### src/sv/sas_pkg.sv
// ----------------------------------------------------------------------------
// sas_pkg
// Shared constants and types of the speaker activity segmenter.
// ----------------------------------------------------------------------------
package sas_pkg;

  localparam int PROB_FIELDS  = 4;
  localparam int PROB_W       = 16;
  localparam int FRAME_W      = 32;
  localparam int MS_W         = 10;
  localparam int TIME_W       = 42;
  localparam int SPK_NUM_W    = 3;
  localparam int SPEAKERS_DEF = 4;
  localparam int QDEPTH_DEF   = 2;

  localparam logic [PROB_W-1:0]  HALF_SCALED    = 16'd32768;
  localparam logic [MS_W-1:0]    FRAME_MS_RESET = 10'd80;
  localparam logic [FRAME_W-1:0] FRAME_MAX      = '1;

  localparam logic OP_FRAME = 1'b0;
  localparam logic OP_CLOSE = 1'b1;

  typedef struct packed {
    logic full;
    logic empty;
  } qstat_t;

endpackage

### src/sv/sas_queue.sv
// ----------------------------------------------------------------------------
// sas_queue
// Small register FIFO carrying close jobs from the front to the back end.
// ----------------------------------------------------------------------------
module sas_queue
  import sas_pkg::*;
#(
  parameter int W     = 8,
  parameter int DEPTH = QDEPTH_DEF
) (
  input  logic         clk,
  input  logic         rst_n,
  input  logic         push,
  input  logic [W-1:0] push_data,
  input  logic         pop,
  output logic [W-1:0] head_data,
  output qstat_t       stat
);

  localparam int PW = (DEPTH > 1) ? $clog2(DEPTH) : 1;
  localparam int CW = $clog2(DEPTH + 1);

  logic [W-1:0]  mem_r [DEPTH];
  logic [PW-1:0] wr_ptr_r, wr_ptr_nxt;
  logic [PW-1:0] rd_ptr_r, rd_ptr_nxt;
  logic [CW-1:0] cnt_r, cnt_nxt;
  logic          do_push, do_pop;

  assign stat.full  = (cnt_r == CW'(DEPTH));
  assign stat.empty = (cnt_r == '0);
  assign do_push    = push && !stat.full;
  assign do_pop     = pop && !stat.empty;
  assign head_data  = mem_r[rd_ptr_r];

  always_comb begin
    wr_ptr_nxt = wr_ptr_r;
    rd_ptr_nxt = rd_ptr_r;
    cnt_nxt    = cnt_r;
    if (do_push) begin
      wr_ptr_nxt = (wr_ptr_r == PW'(DEPTH - 1)) ? '0 : wr_ptr_r + PW'(1);
    end
    if (do_pop) begin
      rd_ptr_nxt = (rd_ptr_r == PW'(DEPTH - 1)) ? '0 : rd_ptr_r + PW'(1);
    end
    if (do_push && !do_pop) begin
      cnt_nxt = cnt_r + CW'(1);
    end else if (do_pop && !do_push) begin
      cnt_nxt = cnt_r - CW'(1);
    end
  end

  always_ff @(posedge clk) begin
    if (!rst_n) begin
      wr_ptr_r <= '0;
      rd_ptr_r <= '0;
      cnt_r    <= '0;
    end else begin
      wr_ptr_r <= wr_ptr_nxt;
      rd_ptr_r <= rd_ptr_nxt;
      cnt_r    <= cnt_nxt;
    end
  end

  always_ff @(posedge clk) begin
    if (do_push) begin
      mem_r[wr_ptr_r] <= push_data;
    end
  end

endmodule

### src/sv/sas_front.sv
// ----------------------------------------------------------------------------
// sas_front
// Takes requests, tracks open runs and the frame counter, and queues one
// close job (closing mask, start frames, end frame) per request that ends runs.
// ----------------------------------------------------------------------------
module sas_front
  import sas_pkg::*;
#(
  parameter int SPEAKERS = SPEAKERS_DEF,
  parameter int JW       = SPEAKERS * (FRAME_W + 1) + FRAME_W
) (
  input  logic                              clk,
  input  logic                              rst_n,
  input  logic                              in_valid,
  output logic                              in_ready,
  input  logic                              in_op,
  input  logic [PROB_FIELDS-1:0][PROB_W-1:0] in_prob,
  input  qstat_t                            qstat,
  output logic                              push,
  output logic [JW-1:0]                     push_data
);

  localparam int SPK_USED = (SPEAKERS < PROB_FIELDS) ? SPEAKERS : PROB_FIELDS;

  logic [SPEAKERS-1:0]              open_r, open_nxt;
  logic [SPEAKERS-1:0][FRAME_W-1:0] start_r, start_nxt;
  logic [FRAME_W-1:0]               fc_r, fc_nxt;
  logic [SPEAKERS-1:0]              close_mask;
  logic                             accept;

  assign in_ready  = !qstat.full;
  assign accept    = in_valid && in_ready;
  assign push      = accept && (close_mask != '0);
  assign push_data = {fc_r, start_r, close_mask};

  for (genvar gs = 0; gs < SPEAKERS; gs++) begin : g_spk
    if (gs < SPK_USED) begin : g_used
      logic active;
      logic is_frame;
      assign active          = in_prob[gs] > HALF_SCALED;
      assign is_frame        = (in_op == OP_FRAME);
      assign close_mask[gs]  = open_r[gs] && (!is_frame || !active);
      // a frame leaves exactly the active speakers open; close-all clears all
      assign open_nxt[gs]    = is_frame && active;
      assign start_nxt[gs]   = (is_frame && active && !open_r[gs]) ? fc_r : start_r[gs];
    end else begin : g_unused
      // no probability field: never active
      assign close_mask[gs]  = 1'b0;
      assign open_nxt[gs]    = 1'b0;
      assign start_nxt[gs]   = start_r[gs];
    end
  end

  assign fc_nxt = ((in_op == OP_FRAME) && (fc_r != FRAME_MAX)) ? fc_r + FRAME_W'(1) : fc_r;

  always_ff @(posedge clk) begin
    if (!rst_n) begin
      open_r <= '0;
      fc_r   <= '0;
    end else if (accept) begin
      open_r <= open_nxt;
      fc_r   <= fc_nxt;
    end
  end

  always_ff @(posedge clk) begin
    if (accept) begin
      start_r <= start_nxt;
    end
  end

endmodule

### src/sv/sas_back.sv
// ----------------------------------------------------------------------------
// sas_back
// Walks the head close job in ascending speaker order, one segment a cycle if
// not stalled, scales frames to ms, holds the result in the output register.
// ----------------------------------------------------------------------------
module sas_back
  import sas_pkg::*;
#(
  parameter int SPEAKERS = SPEAKERS_DEF,
  parameter int JW       = SPEAKERS * (FRAME_W + 1) + FRAME_W
) (
  input  logic                 clk,
  input  logic                 rst_n,
  input  logic [MS_W-1:0]      frame_ms,
  input  qstat_t               qstat,
  input  logic [JW-1:0]        head_data,
  output logic                 pop,
  output logic                 out_valid,
  input  logic                 out_ready,
  output logic [SPK_NUM_W-1:0] out_spk,
  output logic [TIME_W-1:0]    out_start,
  output logic [TIME_W-1:0]    out_end,
  output logic                 out_last
);

  localparam int SPK_W = (SPEAKERS > 1) ? $clog2(SPEAKERS) : 1;

  logic [SPEAKERS-1:0]              mask;
  logic [SPEAKERS-1:0][FRAME_W-1:0] starts;
  logic [FRAME_W-1:0]               end_frame;
  logic [SPEAKERS-1:0]              done_r, done_nxt;
  logic [SPEAKERS-1:0]              rem, sel_oh;
  logic [SPK_W-1:0]                 sel_idx;
  logic                             issue, last;
  logic [TIME_W-1:0]                start_prod, end_prod;

  logic                 out_valid_r;
  logic [SPK_NUM_W-1:0] out_spk_r;
  logic [TIME_W-1:0]    out_start_r, out_end_r;
  logic                 out_last_r;

  assign mask      = head_data[SPEAKERS-1:0];
  assign starts    = head_data[SPEAKERS*(FRAME_W+1)-1:SPEAKERS];
  assign end_frame = head_data[JW-1 -: FRAME_W];

  assign rem = mask & ~done_r;

  // lowest pending speaker first
  always_comb begin
    sel_idx = '0;
    sel_oh  = '0;
    for (int s = SPEAKERS - 1; s >= 0; s--) begin
      if (rem[s]) begin
        sel_idx = SPK_W'(s);
        sel_oh  = '0;
        sel_oh[s] = 1'b1;
      end
    end
  end

  assign last  = (rem & ~sel_oh) == '0;
  assign issue = !qstat.empty && (!out_valid_r || out_ready);
  assign pop   = issue && last;

  always_comb begin
    done_nxt = done_r;
    if (issue) begin
      done_nxt = last ? '0 : (done_r | sel_oh);
    end
  end

  assign start_prod = TIME_W'(starts[sel_idx]) * TIME_W'(frame_ms);
  assign end_prod   = TIME_W'(end_frame) * TIME_W'(frame_ms);

  always_ff @(posedge clk) begin
    if (!rst_n) begin
      done_r      <= '0;
      out_valid_r <= 1'b0;
    end else begin
      done_r <= done_nxt;
      if (issue) begin
        out_valid_r <= 1'b1;
      end else if (out_ready) begin
        out_valid_r <= 1'b0;
      end
    end
  end

  always_ff @(posedge clk) begin
    if (issue) begin
      out_spk_r   <= SPK_NUM_W'(sel_idx) + SPK_NUM_W'(1);
      out_start_r <= start_prod;
      out_end_r   <= end_prod;
      out_last_r  <= last;
    end
  end

  assign out_valid = out_valid_r;
  assign out_spk   = out_spk_r;
  assign out_start = out_start_r;
  assign out_end   = out_end_r;
  assign out_last  = out_last_r;

endmodule

### src/sv/speaker_activity_segmenter.sv
// ----------------------------------------------------------------------------
// speaker_activity_segmenter
// Turns per-frame speaker activity into closed segments with ms timestamps.
// ----------------------------------------------------------------------------
// A request is taken whenever the job queue (two entries) has room;
// requests that close no run never occupy the queue and flow at one per
// cycle while it is not full. A request that closes k runs (k at most four)
// yields k segments, one per cycle from the back end's frame-to-ms multiplier
// while the output is not stalled. The first segment passes through the queue
// entry and the back end's output register. frame_ms is read when a segment
// is formed and must only change while the block is idle.
module speaker_activity_segmenter
  import sas_pkg::*;
#(
  parameter int SPEAKERS = SPEAKERS_DEF,
  parameter int QDEPTH   = QDEPTH_DEF
) (
  input  logic            clk,
  input  logic            rst_n,
  input  logic            in_tvalid,
  output logic            in_tready,
  // prob_spk0[15:0], prob_spk1[31:16], prob_spk2[47:32], prob_spk3[63:48]
  input  logic [63:0]     in_tdata,
  // operation[0]
  input  logic            in_tuser,
  output logic            out_tvalid,
  input  logic            out_tready,
  // speaker_number[2:0], start_ms[44:3], end_ms[86:45], zero pad[87]
  output logic [87:0]     out_tdata,
  output logic            out_tlast,
  input  logic            cfg_we,
  input  logic [MS_W-1:0] cfg_wdata
);

  localparam int JW = SPEAKERS * (FRAME_W + 1) + FRAME_W;

  logic [MS_W-1:0]                   frame_ms_r;
  logic [PROB_FIELDS-1:0][PROB_W-1:0] probs;
  qstat_t                            qstat;
  logic                              push, pop;
  logic [JW-1:0]                     push_data, head_data;
  logic [SPK_NUM_W-1:0]              seg_spk;
  logic [TIME_W-1:0]                 seg_start, seg_end;

  always_ff @(posedge clk) begin
    if (!rst_n) begin
      frame_ms_r <= FRAME_MS_RESET;
    end else if (cfg_we) begin
      frame_ms_r <= cfg_wdata;
    end
  end

  for (genvar gf = 0; gf < PROB_FIELDS; gf++) begin : g_prob
    assign probs[gf] = in_tdata[gf*PROB_W +: PROB_W];
  end

  sas_front #(
    .SPEAKERS (SPEAKERS),
    .JW       (JW)
  ) u_front (
    .clk       (clk),
    .rst_n     (rst_n),
    .in_valid  (in_tvalid),
    .in_ready  (in_tready),
    .in_op     (in_tuser),
    .in_prob   (probs),
    .qstat     (qstat),
    .push      (push),
    .push_data (push_data)
  );

  sas_queue #(
    .W     (JW),
    .DEPTH (QDEPTH)
  ) u_queue (
    .clk       (clk),
    .rst_n     (rst_n),
    .push      (push),
    .push_data (push_data),
    .pop       (pop),
    .head_data (head_data),
    .stat      (qstat)
  );

  sas_back #(
    .SPEAKERS (SPEAKERS),
    .JW       (JW)
  ) u_back (
    .clk       (clk),
    .rst_n     (rst_n),
    .frame_ms  (frame_ms_r),
    .qstat     (qstat),
    .head_data (head_data),
    .pop       (pop),
    .out_valid (out_tvalid),
    .out_ready (out_tready),
    .out_spk   (seg_spk),
    .out_start (seg_start),
    .out_end   (seg_end),
    .out_last  (out_tlast)
  );

  assign out_tdata = {1'b0, seg_end, seg_start, seg_spk};

endmodule

### config.mk
export PLATFORM = sky130hd
export DESIGN_NAME = speaker_activity_segmenter
export DESIGN_NICKNAME = d
export VERILOG_FILES = /design/src/sv/sas_pkg.sv /design/src/sv/sas_queue.sv /design/src/sv/sas_front.sv /design/src/sv/sas_back.sv /design/src/sv/speaker_activity_segmenter.sv
export SDC_FILE = /design/constraint.sdc
export NUM_CORES = 2
export LEC_CHECK = 0
export BUFFER_PORTS_ARGS = -buffer_cell sky130_fd_sc_hd__buf_4
export CAP_MARGIN = 20
export CORE_ASPECT_RATIO = 1.5
export CORE_MARGIN = 2
export CORE_UTILIZATION = 44
export DETAILED_ROUTE_END_ITERATION = 8
export PLACE_DENSITY = 0.6
export SYNTH_ARGS = -nofsm -noshare
export SYNTH_HDL_FRONTEND = slang
export SYNTH_HIERARCHICAL = 1
export SYNTH_SLANG_ARGS = --single-unit
### constraint.sdc
create_clock -name clk -period 7.6 [get_ports clk]
set_clock_uncertainty 0.1 [all_clocks]
set_input_delay 0.38 -clock clk [delete_from_list [all_inputs] [get_ports clk]]
set_output_delay 0.38 -clock clk [all_outputs]
set_load 0.01 [all_outputs]
# After elaboration in Yosys (flattened, before gate mapping)
# Memories as Yosys holds them, arrays and structs flattened. A register that Yosys moved wholly into a read port is not among the register bits.
# Cells that the tools add are included.
dict set report totals {
  output_inout_bits 91
  ram_bits 328
  input_bits 80
  regBits 271
  word_cells 108
  mem_count 1
}
dict set report classes {
  n_mul 2
  n_eq_ne 2
  magnitude_cmp 5
  n_reduce_logical 49
  n_addsub 6
  bitwise 6
  mux 21
}
# memory depth width read_ports rd_ports_with_merged_regs write_ports line_no
set memory_table {}
lappend memory_table {u_queue.mem_r 2 164 1 1 1 sas_queue.sv:23} ;# logic [W-1:0] mem_r [DEPTH];
# cell count
set op_table {}
lappend op_table {{$mul 32x10->42} 2}
lappend op_table {{$bmux 32 s2} 1}
lappend op_table {{$gt 16x16->1 const B} 4}
lappend op_table {{$add 32x1->32 const B} 1}
lappend op_table {{$mux 32} 1}
lappend op_table {{$ne 32x32->1 const B} 1}
lappend op_table {{$logic_and 1x1->1} 21}
lappend op_table {{$mux 4} 5}
lappend op_table {{$logic_not 1->1} 13}
lappend op_table {{$mux 2} 6}
lappend op_table {{$reduce_and 2->1} 5}
lappend op_table {{$and 4x4->4} 2}
lappend op_table {{$mux 1} 8}
lappend op_table {{$not 4->4} 2}
lappend op_table {{$logic_or 1x1->1} 5}
lappend op_table {{$logic_not 4->1} 1}
lappend op_table {{$or 4x4->4} 1}
lappend op_table {{$reduce_bool 2->1} 2}
lappend op_table {{$reduce_bool 4->1} 1}
lappend op_table {{$add 2x1->3 const B} 1}
lappend op_table {{$lt 2x3->1 const B} 1}
lappend op_table {{$add 1x1->1 const B} 2}
lappend op_table {{$add 2x1->2 const B} 1}
lappend op_table {{$eq 2x2->1 const B} 1}
lappend op_table {{other kinds (3)} 3}

# Logic depth before layout (Yosys ltp)
dict set report depth {
  word_depth 14
  ltp_mapped 30
  mapped_depth_nobuf 25
}

# Hierarchy
# The synthesis kept the hierarchy.
# module instances seq_area_each_um2 cells_per_inst area_per_inst_um2
set modules_own_cells {}
lappend modules_own_cells {sas_back 1 2742.6 2488 23556.3}
lappend modules_own_cells {sas_queue 1 9949.5 535 12060.3}
lappend modules_own_cells {sas_front 1 4564.4 377 5904.4}
lappend modules_own_cells {speaker_activity_segmenter 1 200.2 33 380.4}

# Worst setup path before layout
# No wires, ideal clock.
dict set report synth_path {
  kind {input to register}
  from {in in_tdata[39]}
  to {mem u_queue/mem_r[0][0] (netlist bit) (enable)}
  stages 7
  arrival_ps 7547
  slack_ps -706
  setup_ps 659
  path_buffers 0
  t_required_ps 6841
  cell_sequence {nor4_1 nand4_1 nand3b_1 and2_1 o41a_1 inv_1 nor3_2}
}
dict set report synth_via {
  elab_chain_cells 9
}
# item line_no
set synth_lines {}
lappend synth_lines {{from (decl)} speaker_activity_segmenter.sv:23} ;# input logic [63:0] in_tdata,
lappend synth_lines {{$gt 16x16->1} sas_front.sv:40} ;# assign active = in_prob[gs] > HALF_SCALED;
lappend synth_lines {{$logic_not 1->1} sas_front.sv:42} ;# assign close_mask[gs] = open_r[gs] && (!is_frame || !active);
lappend synth_lines {{$logic_or 1x1->1} sas_front.sv:42}
lappend synth_lines {{$logic_and 1x1->1} sas_front.sv:42}
lappend synth_lines {{net push_data[2]} speaker_activity_segmenter.sv:41} ;# logic [JW-1:0] push_data, head_data;
lappend synth_lines {{$reduce_bool 4->1} sas_front.sv:33} ;# assign push = accept && (close_mask != '0);
lappend synth_lines {{$logic_and 1x1->1} sas_front.sv:33}
lappend synth_lines {{net push} speaker_activity_segmenter.sv:40} ;# logic push, pop;
lappend synth_lines {{$logic_and 1x1->1} sas_queue.sv:31} ;# assign do_push = push && !stat.full;
lappend synth_lines {{$mux 1} sas_queue.sv:65} ;# if (do_push) begin
lappend synth_lines {{$mux 1 (implied by the code)} sas_queue.sv:66} ;# mem_r[wr_ptr_r] <= push_data;
lappend synth_lines {{to (decl)} sas_queue.sv:23}
# The timed path passes the listed nets, and every way through them passes these cells.

==> impl_metrics.yaml <==
yosys:
  ys_seq_area_share_pct: 41.7
  yosysTopAreaCellShare_pct: 39.0
  netlist_area_um2: 41900
  synth_edf_count: 544
  synthCells: 3433
  async_flop_share_pct: 0
  syn_nets: 4146
  avgSynthCellArea_um2: 12.2
  synthTopCellsByArea: "edfxtp_1 (39%), fa_1 (23%), and2_1 (4.8%)"
  synth_top_area_cell: "edfxtp_1"
  ys_types: 79
  yosys_warnings: 6
  ys_seq_elements: 600
  synth-main-ff-cell: "edfxtp_1"
placement:
  pre_cts_slack_ps: -45.9
  dpl.cell_count: 4773
  dp_hpwl_mm: 67.2
  routabilityCongestion: 0.833
  io_buffer_count: 169
  place_area_um2: 44700
global_route:
  grt_max_degree: 165
  grt_use_total_pct: 19.6
  overflow: 0
  grt_pass1_wl_mm: 151
  antenna_found_initial: 0
  grt_pass1_vias: 27800
timing:
  setup-tns-final_ps: 0
  worstMarginPinSlew_ps: 999
  worst_slack_ps: 202
  min_period_over_period_pct: 97.3
  slew_viol_final: 0
  min_period_ps: 7400
  max-slew-margin-rel_pct: 33.4
  final_hold_viol_count: 0
  setup_viol: 0
  clock.fmax_mhz: 135
detailed_routing:
  firstDrtPassIters: 6
  drt_wl_total_mm: 94.1
  drtIter0Drc: 1162
  routedWlPerCell_um: 19.2
  ant_nets: 0
  drc_errors: 0
  viasPerCell: 5.23
  vias: 25700
power:
  p_per_area_nw_per_um2: 314
  p_leak_uw: 0.0194
  ir_drop_v: 0.000226
outcome:
  status: "completed"
setup_path:
  cp_max_fo: 11
  crit_required_ps: 7890
  critPathKind: "flop to flop"
  arrival_ps: 7690
  start_kind: "flop"
  end_kind: "flop"
layout:
  instances_no_fill: 4911
  final_cell_mix: "edfxtp_1 (544), fa_1 (476), inv_1 (438), nand2_1 (415), and2_1 (319)"
  final_cell_area_um2: 47000
  final_util_pct: 49.7
  nNetsFinal: 4315
  layout_commonest_cell: "edfxtp_1"
  area_growth_pct: 12.1
  drive_gt1_share_pct: 13.4
  n_antenna_cell: 0
die:
  initial_core_util_pct: 44.4
  die_w_um: 256
  design.core.area_um2: 94400
  die_h_um: 382
  rows: 138
  io_pins: 171
  dieArea_um2: 97800
worst_hold_path:
  worstHoldPathType: "primary input to flop"
cts:
  cts.path.max_buffers: 3
  clock-sinks: 600
  clk_pin_slew_worst_paths_ps: 70
  cts_root_buf: "clkbuf_16"
  clk_latency_ps: 670
  numCtsBuffers: 57
  cts_tree: "built"
  htree_levels: 2
job:
  cap_viol_max_count: 0
## cells by family (layout without fill, tap and decap cells)
group / Yosys count / in the layout / synth area share (%)
compound gates: 311 / 311 / 4.83
xor+xnor: 92 / 92 / 1.92
fa+ha+maj: 633 / 633 / 27.4
buf+inv: 602 / 820 / 5.69
flops: 600 / 600 / 41.7
mux: 209 / 209 / 6.44
other cells: 1 / 1 / 0.00895
simple gates: 985 / 985 / 12.0
## registers in the layout, summed over array words and instances, names as in the netlist, named ones only
name               flops
frame_ms_r            10
u_back/done_r          4
u_back/out_end        42
u_back/out_last        1
u_back/out_spk         3
u_back/out_start      42
u_back/out_valid       1
u_front/fc_r          32
u_front/open_r         4
u_front/push_data    128
u_queue/cnt_r          2
u_queue/mem_r        328
u_queue/rd_ptr_r       1
u_queue/wr_ptr_r       1
## stage by stage
step | hold slack, ps | total power (uW)
6_report | 88.1 | 14800
5_1_grt | 80.9 | 16000
4_1_cts | 50.2 | 14800
3_5_place_dp | 329 | 11900
3_3_place_gp | 322 | 11800
2_1_floorplan | 321 | 9860
## cells in the mapped netlist (13+ instances only)
library cell,n
buf_4,21
clkbuf_1,112
and2_1,319
mux2_2,64
and3_1,13
nor2_1,64
mux4_2,32
nand4_1,33
a21o_1,58
nand2_1,415
a21oi_1,94
dfxtp_1,56
a211oi_1,18
buf_2,14
a31oi_1,15
xnor2_1,57
fa_1,476
nor4_1,19
nand3_1,22
o21ai_0,56
nor3_1,21
inv_1,438
mux2_1,100
xor2_1,35
mux2i_1,13
nor2b_1,24
ha_1,157
edfxtp_1,544
## critical path, cell delays in order (launching register included)
cell,delay [ps]
dfxtp_4,390
mux2_1,340
nor2b_1,180
nor2b_1,170
o21ai_4,190
buf_12,190
mux4_2,600
and2_1,220
fa_1,440
fa_1,490
fa_1,510
fa_1,490
inv_1,50
fa_1,470
inv_1,40
ha_1,380
a2111oi_4,370
o21ai_1,150
a31oi_2,290
o31a_1,310
nor4_4,80
nor4_2,240
buf_4,180
o31ai_2,80
xor2_1,140
## cell type report
type                            instances  area [um^2]
Sequential cell                       600        17500
Inverter                              440         1650
Clock inverter                         37          385
Clock buffer                           71         1490
Timing Repair Buffer                  272         2190
Multi-Input combinational cell       2231        22200
Fill cell                            8375        47500
Tap cell                             1260         1580
## path summary, 6_finish.rpt
kind,endpoint,slack (ps),from,depth (start not counted)
max,u_back/out_start[38],200,flop,24
min,u_queue/cnt_r[1],90,rst_n,2
max reg2reg,u_back/out_start[38],200,flop,24
min reg2reg,u_queue/mem_r[1][84],340,u_front/push_data[84],0
## where the power goes
| part | internal [uW] | total, uW | leakage [uW] | switching [uW] |
|---|---|---|---|---|
| clock | 1550 | 2840 | 0.000899 | 1290 |
| combinational | 3200 | 7660 | 0.0131 | 4460 |
| sequential | 4160 | 4260 | 0.00545 | 101 |
| total | 8910 | 14800 | 0.0194 | 5850 |
## routing by layer
layer / share of wire (%) / vias up / track usage, % / wire length, um
met3: 3.4 / 114 / 2.06 / 3220
met5: 0 / - / 0 / 0
li1: - / 11800 / - / -
met2: 53 / 525 / 37.2 / 50300
met1: 41 / 13300 / 23.4 / 38500
met4: 2.2 / 0 / 5.04 / 2110
## timing repair
item                       in CTS  in global routing
gates cloned                    0                  1
resized for setup               3                 13
hold endpoints to repair       11                  0
buffers inserted                0                 16
pin swaps                       0                  4
hold buffers                   13                  0
setup endpoints to repair       4                 15
(Power assumes the default switching activity.)
